--- config.mk ---
export PLATFORM = sky130hd
export DESIGN_NAME = servo_pulse_count_mapper
export DESIGN_NICKNAME = d
export VERILOG_FILES = /design/src/hdl/spcm_pkg.sv /design/src/hdl/servo_pulse_count_mapper.sv /design/src/hdl/spcm_cfg.sv /design/src/hdl/spcm_scale.sv
export SDC_FILE = /design/constraint.sdc
export NUM_CORES = 2
export LEC_CHECK = 0
export BUFFER_PORTS_ARGS = -buffer_cell sky130_fd_sc_hd__buf_2
export CORE_ASPECT_RATIO = 2
export CORE_MARGIN = 4
export CORE_UTILIZATION = 25
export DETAILED_ROUTE_END_ITERATION = 12
export GPL_TIMING_DRIVEN = 0
export MAX_ROUTING_LAYER = met4
export REMOVE_ABC_BUFFERS = 1
export SYNTH_ARGS = -nofsm -noshare
export SYNTH_HDL_FRONTEND = slang
export SYNTH_SLANG_ARGS = --single-unit
--- constraint.sdc ---
create_clock -name clk -period 15.2 [get_ports clk]
set_input_delay 1.52 -clock clk [delete_from_list [all_inputs] [get_ports clk]]
set_output_delay 1.52 -clock clk [all_outputs]
set_load 0.05 [all_outputs]
--- src/hdl/spcm_pkg.sv ---
// Package for the servo pulse count mapper: widths, codes, reciprocal constants,
// the configuration bundle type and the microsecond to count conversion.
// No dependencies.
`default_nettype none

package spcm_pkg;

  // field widths
  localparam int MODE_W      = 2;
  localparam int CHAN_W      = 4;
  localparam int VALUE_W     = 12;
  localparam int COUNT_W     = 12;
  localparam int US_W        = 14;
  localparam int CFG_INDEX_W = 1;
  localparam int CFG_DATA_W  = 14;

  // register indexes
  localparam logic [CFG_INDEX_W-1:0] REG_LEFT  = 1'b0;
  localparam logic [CFG_INDEX_W-1:0] REG_RIGHT = 1'b1;

  // command modes, the unused code falls back to the raw clamp
  localparam logic [MODE_W-1:0] MODE_RAW   = 2'd0;
  localparam logic [MODE_W-1:0] MODE_POS   = 2'd1;
  localparam logic [MODE_W-1:0] MODE_ANGLE = 2'd2;

  // reset and default pulse widths in microseconds
  localparam logic [US_W-1:0] LEFT_US_RESET  = 14'd1000;
  localparam logic [US_W-1:0] RIGHT_US_RESET = 14'd2000;
  localparam int CENTER_PULSE_US_DEF = 1500;

  // position and angle landmarks
  localparam logic [VALUE_W-1:0] POS_MAX    = 12'd255;
  localparam logic [VALUE_W-1:0] POS_MID    = 12'd128;
  localparam logic [VALUE_W-1:0] ANGLE_MID  = 12'd90;
  localparam logic [VALUE_W-1:0] ANGLE_FULL = 12'd180;

  // reciprocal multiplication: floor(x / d) = (x * M) >> RECIP_SHIFT for the ranges used
  localparam int RECIP_SHIFT = 32;
  localparam longint unsigned M_US  = ((64'd1 << RECIP_SHIFT) + 64'd624) / 64'd625;
  localparam longint unsigned M_POS = ((64'd1 << RECIP_SHIFT) + 64'd509) / 64'd510;
  localparam longint unsigned M_ANG = ((64'd1 << RECIP_SHIFT) + 64'd179) / 64'd180;
  localparam int MUL_W = 25;

  // bias keeps the rounded quotient numerator non-negative
  localparam int POS_BIAS = 4096;
  localparam int ANG_BIAS = 8192;
  localparam longint unsigned K_POS_L = longint'(255 + 510 * POS_BIAS) * M_POS;
  localparam longint unsigned K_ANG_L = longint'(90 + 180 * ANG_BIAS) * M_ANG;

  // datapath widths of the scaling unit
  localparam int P_W    = 39;
  localparam int PROD_W = 48;
  localparam int SUM_W  = 49;
  localparam int QUOT_W = 15;
  localparam int Q_W    = 14;
  localparam int R_W    = 15;

  // scaling unit selection
  typedef enum logic [1:0] {
    SCALE_POS,
    SCALE_LOW,
    SCALE_HIGH
  } scale_sel_t;

  // end counts and per-segment slopes premultiplied by the reciprocal
  typedef struct packed {
    logic [COUNT_W-1:0]   lc;
    logic [COUNT_W-1:0]   rc;
    logic [COUNT_W-1:0]   cc;
    logic signed [P_W-1:0] p_pos;
    logic signed [P_W-1:0] p_lo;
    logic signed [P_W-1:0] p_hi;
  } cfg_t;

  // round(us * 204.8 / 1000) half up, as floor((us * 128 + 312) / 625)
  function automatic logic [COUNT_W-1:0] us_to_count(input logic [US_W-1:0] us);
    logic [21:0] y;
    logic [44:0] prod;
    y    = {1'b0, us, 7'b0} + 22'd312;
    prod = 45'(y) * 45'(M_US);
    return prod[RECIP_SHIFT +: COUNT_W];
  endfunction

endpackage

`default_nettype wire

--- src/hdl/servo_pulse_count_mapper.sv ---
// Top level of the servo pulse count mapper: request register, mode selection,
// saturation and result register. Depends on spcm_pkg, spcm_cfg and spcm_scale.
//
//   channel   direction  handshake            payload
//   request   in         start, busy          mode, channel, value
//   result    out        done (one cycle)     out_channel, pulse_count
//   config    in         cfg_we               cfg_index, cfg_data
//
// One request per cycle; its result passes the request register, then the result register.
// The path between request and result registers is one 9 x 39 multiply, a few adds
// and the saturation.
// Reset is synchronous; busy follows rst, so nothing is accepted during reset.
// A configuration write is used by a request accepted on the next edge or later.
// The receiver cannot stall: each result is shown for exactly one cycle.
`default_nettype none

module servo_pulse_count_mapper #(
  parameter int CENTER_PULSE_US = spcm_pkg::CENTER_PULSE_US_DEF
) (
  input  wire logic                              clk,
  input  wire logic                              rst,
  input  wire logic                              start,
  output logic                                   busy,
  input  wire logic [spcm_pkg::MODE_W-1:0]       mode,
  input  wire logic [spcm_pkg::CHAN_W-1:0]       channel,
  input  wire logic [spcm_pkg::VALUE_W-1:0]      value,
  output logic                                   done,
  output logic [spcm_pkg::CHAN_W-1:0]            out_channel,
  output logic [spcm_pkg::COUNT_W-1:0]           pulse_count,
  input  wire logic                              cfg_we,
  input  wire logic [spcm_pkg::CFG_INDEX_W-1:0]  cfg_index,
  input  wire logic [spcm_pkg::CFG_DATA_W-1:0]   cfg_data
);

  spcm_pkg::cfg_t       cfg;
  spcm_pkg::scale_sel_t sel;

  logic                            accept;
  logic                            in_valid;
  logic [spcm_pkg::MODE_W-1:0]     in_mode;
  logic [spcm_pkg::CHAN_W-1:0]     in_channel;
  logic [spcm_pkg::VALUE_W-1:0]    in_value;

  logic [7:0]                      pos;
  logic [7:0]                      n_sc;
  logic signed [spcm_pkg::Q_W-1:0] q;
  logic signed [spcm_pkg::R_W-1:0] q_ext;
  logic signed [spcm_pkg::R_W-1:0] lc_s;
  logic signed [spcm_pkg::R_W-1:0] rc_s;
  logic signed [spcm_pkg::R_W-1:0] cc_s;
  logic signed [spcm_pkg::R_W-1:0] r;
  logic [spcm_pkg::COUNT_W-1:0]    count_next;

  assign busy   = rst;
  assign accept = start && !busy;

  spcm_cfg #(
    .CENTER_PULSE_US(CENTER_PULSE_US)
  ) u_cfg (
    .clk      (clk),
    .rst      (rst),
    .cfg_we   (cfg_we),
    .cfg_index(cfg_index),
    .cfg_data (cfg_data),
    .cfg      (cfg)
  );

  // request register
  always_ff @(posedge clk) begin
    if (rst) begin
      in_valid <= 1'b0;
    end else begin
      in_valid <= accept;
    end
  end

  always_ff @(posedge clk) begin
    if (accept) begin
      in_mode    <= mode;
      in_channel <= channel;
      in_value   <= value;
    end
  end

  // position saturates at full scale
  assign pos = (in_value > spcm_pkg::POS_MAX) ? 8'hFF : in_value[7:0];

  // segment for the scaling unit
  always_comb begin
    if (in_mode == spcm_pkg::MODE_POS) begin
      sel  = spcm_pkg::SCALE_POS;
      n_sc = pos;
    end else if (in_value < spcm_pkg::ANGLE_MID) begin
      sel  = spcm_pkg::SCALE_LOW;
      n_sc = in_value[7:0];
    end else begin
      sel  = spcm_pkg::SCALE_HIGH;
      n_sc = in_value[7:0];
    end
  end

  spcm_scale u_scale (
    .n  (n_sc),
    .sel(sel),
    .cfg(cfg),
    .q  (q)
  );

  // mode selection
  always_comb begin
    q_ext = {q[spcm_pkg::Q_W-1], q};
    lc_s  = $signed({3'b0, cfg.lc});
    rc_s  = $signed({3'b0, cfg.rc});
    cc_s  = $signed({3'b0, cfg.cc});
    unique case (in_mode)
      spcm_pkg::MODE_POS: begin
        priority if ({4'b0, pos} == 12'd0)               r = lc_s;
        else if ({4'b0, pos} == spcm_pkg::POS_MID)      r = cc_s;
        else if ({4'b0, pos} == spcm_pkg::POS_MAX)      r = rc_s;
        else                                            r = lc_s + q_ext;
      end
      spcm_pkg::MODE_ANGLE: begin
        priority if (in_value == 12'd0)                 r = lc_s;
        else if (in_value == spcm_pkg::ANGLE_MID)       r = cc_s;
        else if (in_value >= spcm_pkg::ANGLE_FULL)      r = rc_s;
        else if (in_value < spcm_pkg::ANGLE_MID)        r = lc_s + q_ext;
        else                                            r = (cc_s <<< 1) - rc_s + q_ext;
      end
      default: begin
        // raw clamp, upper bound tested first
        priority if (in_value > cfg.rc)                 r = rc_s;
        else if (in_value < cfg.lc)                     r = lc_s;
        else                                            r = $signed({3'b0, in_value});
      end
    endcase
  end

  // saturate to the count range
  always_comb begin
    priority if (r[spcm_pkg::R_W-1])   count_next = '0;
    else if (r[spcm_pkg::R_W-2:spcm_pkg::COUNT_W] != '0) count_next = '1;
    else                                count_next = r[spcm_pkg::COUNT_W-1:0];
  end

  // result register
  always_ff @(posedge clk) begin
    if (rst) begin
      done <= 1'b0;
    end else begin
      done <= in_valid;
    end
  end

  always_ff @(posedge clk) begin
    if (in_valid) begin
      out_channel <= in_channel;
      pulse_count <= count_next;
    end
  end

  // every accepted request gives a result through the request and result registers
  a_result_follows: assert property (@(posedge clk) disable iff (rst)
    accept |=> ##1 done)
    else $error("accepted request gave no result");

  // no result without a request
  a_no_spurious: assert property (@(posedge clk) disable iff (rst)
    done |-> $past(accept, 2))
    else $error("result without a request");

  // channel travels with its request
  a_channel_kept: assert property (@(posedge clk) disable iff (rst)
    done |-> out_channel == $past(channel, 2))
    else $error("result channel differs from request channel");

endmodule

`default_nettype wire

--- src/hdl/spcm_cfg.sv ---
// Configuration registers of the servo pulse count mapper: end counts taken on write
// and slope products refreshed every cycle from them.
// Depends on spcm_pkg.
`default_nettype none

module spcm_cfg #(
  parameter int CENTER_PULSE_US = spcm_pkg::CENTER_PULSE_US_DEF
) (
  input  wire logic                               clk,
  input  wire logic                               rst,
  input  wire logic                               cfg_we,
  input  wire logic [spcm_pkg::CFG_INDEX_W-1:0]   cfg_index,
  input  wire logic [spcm_pkg::CFG_DATA_W-1:0]    cfg_data,
  output spcm_pkg::cfg_t                          cfg
);

  localparam logic [spcm_pkg::COUNT_W-1:0] CC =
    spcm_pkg::us_to_count(spcm_pkg::US_W'(CENTER_PULSE_US));

  logic [spcm_pkg::COUNT_W-1:0] lc;
  logic [spcm_pkg::COUNT_W-1:0] rc;
  logic signed [spcm_pkg::P_W-1:0] p_pos;
  logic signed [spcm_pkg::P_W-1:0] p_lo;
  logic signed [spcm_pkg::P_W-1:0] p_hi;

  logic signed [13:0] d2_pos;
  logic signed [13:0] d2_lo;
  logic signed [13:0] d2_hi;
  logic signed [spcm_pkg::P_W:0] m_pos;
  logic signed [spcm_pkg::P_W:0] m_lo;
  logic signed [spcm_pkg::P_W:0] m_hi;

  // end counts, converted as they are written
  always_ff @(posedge clk) begin
    if (rst) begin
      lc <= spcm_pkg::us_to_count(spcm_pkg::LEFT_US_RESET);
      rc <= spcm_pkg::us_to_count(spcm_pkg::RIGHT_US_RESET);
    end else if (cfg_we) begin
      unique case (cfg_index)
        spcm_pkg::REG_LEFT:  lc <= spcm_pkg::us_to_count(cfg_data);
        spcm_pkg::REG_RIGHT: rc <= spcm_pkg::us_to_count(cfg_data);
      endcase
    end
  end

  // doubled segment spans, signed
  always_comb begin
    d2_pos = $signed(({2'b0, rc} - {2'b0, lc}) << 1);
    d2_lo  = $signed(({2'b0, CC} - {2'b0, lc}) << 1);
    d2_hi  = $signed(({2'b0, rc} - {2'b0, CC}) << 1);
    m_pos  = d2_pos * $signed({1'b0, spcm_pkg::MUL_W'(spcm_pkg::M_POS)});
    m_lo   = d2_lo * $signed({1'b0, spcm_pkg::MUL_W'(spcm_pkg::M_ANG)});
    m_hi   = d2_hi * $signed({1'b0, spcm_pkg::MUL_W'(spcm_pkg::M_ANG)});
  end

  // slope products are registered and follow the end counts in the cycle after
  always_ff @(posedge clk) begin
    p_pos <= m_pos[spcm_pkg::P_W-1:0];
    p_lo  <= m_lo[spcm_pkg::P_W-1:0];
    p_hi  <= m_hi[spcm_pkg::P_W-1:0];
  end

  assign cfg.lc    = lc;
  assign cfg.rc    = rc;
  assign cfg.cc    = CC;
  assign cfg.p_pos = p_pos;
  assign cfg.p_lo  = p_lo;
  assign cfg.p_hi  = p_hi;

endmodule

`default_nettype wire

--- src/hdl/spcm_scale.sv ---
// Rounded interpolation step of the servo pulse count mapper:
// round(span * n / den) by one multiply with a premultiplied slope.
// Depends on spcm_pkg.
`default_nettype none

module spcm_scale (
  input  wire logic                          [7:0] n,
  input  wire spcm_pkg::scale_sel_t                sel,
  input  wire spcm_pkg::cfg_t                      cfg,
  output logic signed [spcm_pkg::Q_W-1:0]          q
);

  logic signed [spcm_pkg::P_W-1:0]    p;
  logic [spcm_pkg::SUM_W-1:0]         k;
  logic [15:0]                        bias;
  logic signed [spcm_pkg::PROD_W-1:0] prod;
  logic [spcm_pkg::SUM_W-1:0]         sum;
  logic [spcm_pkg::QUOT_W-1:0]        quot;
  logic [15:0]                        diff;

  // slope, rounding offset and bias for the segment
  always_comb begin
    unique case (sel)
      spcm_pkg::SCALE_POS: begin
        p    = cfg.p_pos;
        k    = spcm_pkg::SUM_W'(spcm_pkg::K_POS_L);
        bias = 16'(spcm_pkg::POS_BIAS);
      end
      spcm_pkg::SCALE_LOW: begin
        p    = cfg.p_lo;
        k    = spcm_pkg::SUM_W'(spcm_pkg::K_ANG_L);
        bias = 16'(spcm_pkg::ANG_BIAS);
      end
      default: begin
        p    = cfg.p_hi;
        k    = spcm_pkg::SUM_W'(spcm_pkg::K_ANG_L);
        bias = 16'(spcm_pkg::ANG_BIAS);
      end
    endcase
  end

  // biased numerator times reciprocal, then drop the bias
  always_comb begin
    prod = $signed({1'b0, n}) * p;
    sum  = {prod[spcm_pkg::PROD_W-1], prod} + k;
    quot = sum[spcm_pkg::RECIP_SHIFT +: spcm_pkg::QUOT_W];
    diff = {1'b0, quot} - bias;
    q    = $signed(diff[spcm_pkg::Q_W-1:0]);
  end

endmodule

`default_nettype wire
* Yosys cells after proc, flatten, opt, wreduce, memory -nomap -nowiden
Index checks and enable logic that the tools add are counted.
** Cells by class
- Magnitude comparators :: 5
- Bitwise logic cells :: 1
- Add/sub/neg operators :: 9
- Mux-type cells :: 18
- Multiply operators :: 5
- Reduce and logical (&&, ||, !) cells :: 8
- Equal/unequal tests :: 6
** Operators with widths (number)
- $mux 15 :: 7
- $pmux 39 s2 :: 1
- $mul 13x25->37 const B :: 2
- $add 46x46->46 :: 1
- $mul 9x39->46 :: 1
- $mux 46 :: 1
- $mul 22x21->42 const B :: 1
- $mul 13x25->38 const B :: 1
- $mux 12 :: 3
- $add 13x14->15 :: 2
- $pmux 15 s2 :: 1
- $add 21x9->22 const B :: 1
- $eq 8x8->1 const B :: 2
- $mux 8 :: 2
- $mux 14 :: 1
- $sub 14x14->14 :: 1
- $sub 10x12->13 const A :: 1
- $sub 12x12->13 :: 1
- $sub 12x9->13 const B :: 1
- $sub 9x12->13 const A :: 1
- $eq 12x7->1 const B :: 1
- $ge 12x8->1 const B :: 1
- $gt 12x12->1 :: 1
- $gt 12x8->1 const B :: 1
- other kinds (13) :: 16
** Storage, ports and cells
- Bits of input ports :: 37
- Output and inout port bits :: 18
- Flip-flop bits (word level) :: 172

* Depth between registers and ports, before layout
- Depth after elaboration :: 16
- Gate-level depth with buffers :: 48
- Depth with buffers taken out :: 43

* Cells and area by module
A second synthesis with hierarchy kept.
** Unflattened totals
- Cells, all modules :: 3915
- Area total of the unflattened synthesis :: 36034.6 sq um
** Modules (own cells, without submodules)
- spcm_cfg :: area each 19909.1 sq um, seq. area each 2722.6 sq um, times used 1, cells an instance 2031
- spcm_scale :: area each 11307.1 sq um, seq. area each 0.0 sq um, times used 1, cells an instance 1302
- servo_pulse_count_mapper :: area each 4818.4 sq um, seq. area each 1061.0 sq um, times used 1, cells an instance 582

* Worst setup path before layout
OpenSTA, ideal clock, no wires.
- Path kind :: register to register
- Start point :: reg in_value[11] in the netlist's numbering
- End point :: reg pulse_count[11] in the netlist's numbering (data pin)
- Setup slack :: 4253 ps
- Path buffers :: 4
- Data arrival time :: 10684 ps
- Stages on the path, launching flop included :: 47
- Clock period less this slack :: 10947 ps
- Data required time :: 14937 ps
- Library setup time :: 263 ps
- Path through :: edfxtp_1 > or4_4 > nor2_2 > and2_1 > buf_4 > clkbuf_1 > clkbuf_1 > mux2i_1 > o21ai_0 > nand2_1 > fa_1 > inv_1 > fa_1 > fa_1 > fa_1 > inv_1 > fa_1 > inv_1 > [11 not listed] > xor2_1 > ha_1 > xnor2_1 > xnor2_1 > xnor2_1 > xnor2_1 > xnor2_1 > xnor2_1 > ha_1 > nor2b_1 > nor2_1 > a21oi_1 > o21ai_0 > a31oi_1 > or4b_1 > a31oi_2 > buf_6 > a211oi_2
** Between the ends
- Longest elaborated chain between the ends :: 16
- Elaborated cells between the ends (all ways) :: 36
- Classes of those cells :: add/sub: 4; mul: 1; order compare: 5; eq/ne: 4; mux: 18; reduce/logical: 4
** Ends and longest elaborated chain
- from (decl) :: RTL line servo_pulse_count_mapper.sv:42 : logic [spcm_pkg::VALUE_W-1:0] in_value;
- from (signal assigned) :: RTL line servo_pulse_count_mapper.sv:81 : in_value <= value;
- $lt 12x7->1 :: RTL line servo_pulse_count_mapper.sv:93, servo_pulse_count_mapper.sv:126
- $mux 2 :: RTL line servo_pulse_count_mapper.sv:93 : end else if (in_value < spcm_pkg::ANGLE_MID) begin
- $mux 2 :: RTL line servo_pulse_count_mapper.sv:90 : if (in_mode == spcm_pkg::MODE_POS) begin
- $eq 2x1->1 / $logic_not 2->1 (equally long branches) :: RTL line spcm_scale.sv:23 : unique case (sel)
- $pmux 39 s2 :: RTL line spcm_scale.sv:23
- $mul 9x39->46 :: RTL line spcm_scale.sv:44 : prod = $signed({1'b0, n}) * p;
- $add 46x46->46 :: RTL line spcm_scale.sv:45 : sum = {prod[spcm_pkg::PROD_W-1], prod} + k;
- $sub 14x14->14 :: RTL line spcm_scale.sv:47 : diff = {1'b0, quot} - bias;
- $add 13x14->15, on equally long branches :: RTL line servo_pulse_count_mapper.sv:127, servo_pulse_count_mapper.sv:120, servo_pulse_count_mapper.sv:126
- $mux 15 :: RTL line servo_pulse_count_mapper.sv:126 : else if (in_value < spcm_pkg::ANGLE_MID) r = lc_s + q_ext;
- $mux 15 :: RTL line servo_pulse_count_mapper.sv:125 : else if (in_value >= spcm_pkg::ANGLE_FULL) r = rc_s;
- $mux 15 :: RTL line servo_pulse_count_mapper.sv:124 : else if (in_value == spcm_pkg::ANGLE_MID) r = cc_s;
- $mux 15 :: RTL line servo_pulse_count_mapper.sv:123 : priority if (in_value == 12'd0) r = lc_s;
- $pmux 15 s2 (*) :: RTL line servo_pulse_count_mapper.sv:115 : unique case (in_mode)
- $reduce_bool 2->1 :: RTL line servo_pulse_count_mapper.sv:141 : else if (r[spcm_pkg::R_W-2:spcm_pkg::COUNT_W] != '0) count_next = '1;
- $mux 12 :: RTL line servo_pulse_count_mapper.sv:141
- to (signal assigned) :: RTL line servo_pulse_count_mapper.sv:157 : pulse_count <= count_next;
- to (decl) :: RTL line servo_pulse_count_mapper.sv:29 : output logic [spcm_pkg::COUNT_W-1:0] pulse_count,
Mark *: on every way between the ends. The rest lies on a longest branch, timed or not.
A chain may end at the register's enable or synchronous reset.

* Worst setup path after layout
- Start point :: reg in_value[10] in the netlist's numbering
- End point :: reg pulse_count[0] in the netlist's numbering (data pin)
The elaborated chain is that of the path after synthesis.

==> impl_metrics.py <==
metrics = {
    "flow_run": {
        "cap_violations": 0,
    },
    "yosys": {
        "synth_top_cell_by_area": "fa_1",
        "mappedNetlistArea_um2": 33500,
        "netlist_instances": 3599,
        "synthTopCellsByArea": "fa_1, ha_1, dfxtp_1, inv_1, xnor2_1",
        "synth.top_cell.area_share_pct": 28.9,
        "ys_seq_elements": 172,
        "ys_async_sr_fraction_pct": 0,
        "synthFlopType": "dfxtp_1",
        "synth_common_cells": "ha_1, inv_1, fa_1",
        "synth_cell_types": 83,
        "synth_most_common_cell": "ha_1",
        "ys_warn_count": 0,
        "yosysSeqAreaShare_pct": 11.3,
        "avgSynthCellArea_um2": 9.32,
        "synth_edf_count": 34,
    },
    "critical_path": {
        "crit_buf_inv": 4,
        "cp-end-kind": "flip-flop",
        "max_stage_delay_ns": 0.88,
        "critPathLaunchType": "flip-flop",
        "crit_type": "reg -> reg",
        "critPathMaxFanout": 29,
        "cpLargestDelayFamily": "compound AO/OA/AOI/OAI gates",
        "arrival_ns": 13.98,
        "path_common_cell": "xnor2_1",
        "crit_slowest_cell": "a31oi_2",
        "critPathRequiredTime_ns": 15.36,
    },
    "sta": {
        "finalHoldViolCount": 0,
        "fmax_mhz": 72.4,
        "setup_tns_ns": 0,
        "tightest_slew_ns": 1.40,
        "max_slew_margin_pct": 5.84,
        "rsz0062_at_grt": "false",
        "finalSetupViolations": 0,
        "layout_min_cycle_time_ns": 13.82,
        "drv_slew": 0,
        "finalCritPeriodShare_pct": 90.9,
        "finClkSkew_ns": 0.0216,
    },
    "clock_network": {
        "cts_sinks": 172,
        "path_clk_slew_ns": 0.08,
        "hold_buffers": 0,
        "post_cts_resized": 0,
        "cts_max_level": 4,
        "cts_buffer_depth": 2,
        "cts_tree": "built",
        "cts_buffers": 17,
        "post-cts-setup-buffers": 0,
        "insertion_delay_ns": 0.48,
        "cts_root_buf": "clkbuf_16",
    },
    "routing": {
        "highest_layer": "met4",
        "vias": 25414,
        "wl_per_cell_um": 20.0,
        "first_pass_iters": 8,
        "first_iter_violations": 1026,
        "m1WireLength_um": 31400,
        "met2WireLength_um": 61900,
        "drc_errors": 0,
        "wl_met3_um": 2290,
        "finalWirelength_um": 107000,
        "vias_per_cell": 4.77,
        "antenna_left": 0,
    },
    "global_routing": {
        "grt_util_all_layers_pct": 15.8,
        "grt-ovfl-total": 0,
        "grt_start_max_net_pins": 104,
        "grt_first_pass_wirelength_um": 163000,
        "antenna_found_initial": 4,
        "grt_pass1_vias": 28426,
    },
    "final_layout": {
        "multi_input_area_um2": 27200,
        "area_delta_synth_final_pct": 8.53,
        "final_util_pct": 27.4,
        "ff_latch_area_um2": 3780,
        "fill_cells": 14285,
        "finalNetCount": 4758,
        "drive_above_1_share_pct": 3.91,
    },
    "floorplan": {
        "dieHeight_um": 526,
        "start_util_pct": 25.2,
        "dieArea_um2": 140000,
        "num_rows": 189,
        "fp.dieW_um": 267,
        "coreArea_um2": 133000,
        "pin_count": 55,
    },
    "place": {
        "hpwl_um": 93500,
        "portBuffers": 54,
        "place_congestion": 0.974,
    },
    "worst_hold_path": {
        "hold_class": "reg -> reg",
    },
    "run_status": {
        "outcome": "completed",
    },
}
[final cells by class]
class / instances / share of cell area [%]
Multi-Input combinational cell: 2722 / 74.6
Sequential cell: 172 / 10.4
Inverter: 619 / 6.39
Tap cell: 1719 / 5.91
Clock buffer: 19 / 1.25
Timing Repair Buffer: 61 / 1.06
Clock inverter: 13 / 0.354
Antenna cell: 3 / 0.0206
[metrics by stage]
step	hold slack, ns	cells	instance area (um^2)	setup slack [ns]
after detailed placement	0.406	5292	35800	1.55
final	0.423	5328	36400	1.38
after global placement	0.403	5286	35600	-1.09
after CTS	0.425	5324	36400	1.47
after global routing	0.429	5328	36400	0.863
after floorplan	0.400	3513	33200	2.77
[per-layer routing]
metal,track usage (%),up-vias
met1,12.5,12666
met5,-,-
met4,12.9,0
met2,31.8,589
met3,1.16,317
li1,-,11842
[logic make-up (layout without fill, tap and decap cells)]
kind of cell             after synthesis  in the layout  synth area share (%)
other                                  0              3                     0
adder cells (fa/ha/maj)             1128           1128                  52.9
AND/OR/NAND/NOR                      795            795                  10.5
multiplexers                          50             50                  1.54
AO/OA/AOI/OAI                        569            569                  11.1
XOR/XNOR                             180            180                  4.74
flip-flops                           172            172                  11.3
buffers and inverters                705            712                  7.96
[state kept, by name, indices dropped and copies added (netlist names)]
name / cells
u_cfg.p_pos: 38
u_cfg.p_lo: 37
u_cfg.p_hi: 37
u_cfg.lc: 12
in_channel: 4
done: 1
out_channel: 4
u_cfg.rc: 12
in_value: 12
pulse_count: 12
in_mode: 2
in_valid: 1
[layout by cell type, fill, tap and decap left out, types with 34 or more instances in the layout]
cell / instances
a21o_1: 50
a21oi_1: 142
buf_2: 54
dfxtp_1: 138
edfxtp_1: 34
fa_1: 484
ha_1: 643
inv_1: 617
mux2i_1: 38
nand2_1: 264
nand2b_1: 38
nand3_1: 41
nor2_1: 289
nor3_1: 38
o21a_1: 58
o21ai_0: 100
xnor2_1: 130
xor2_1: 49
[worst paths after layout]
kind                               startpoint  slack (ns)  cells after the start              to
worst min-delay path            in_channel[3]        0.42                      0  out_channel[3]
worst min register to register  in_channel[3]        0.42                      0  out_channel[3]
worst max register to register   in_value[10]        1.38                     41  pulse_count[0]
worst max-delay path             in_value[10]        1.38                     41  pulse_count[0]
Power is left out: the tool's default activity adds up to more than one toggle a clock period on the data nets, which glitch-free logic cannot reach.
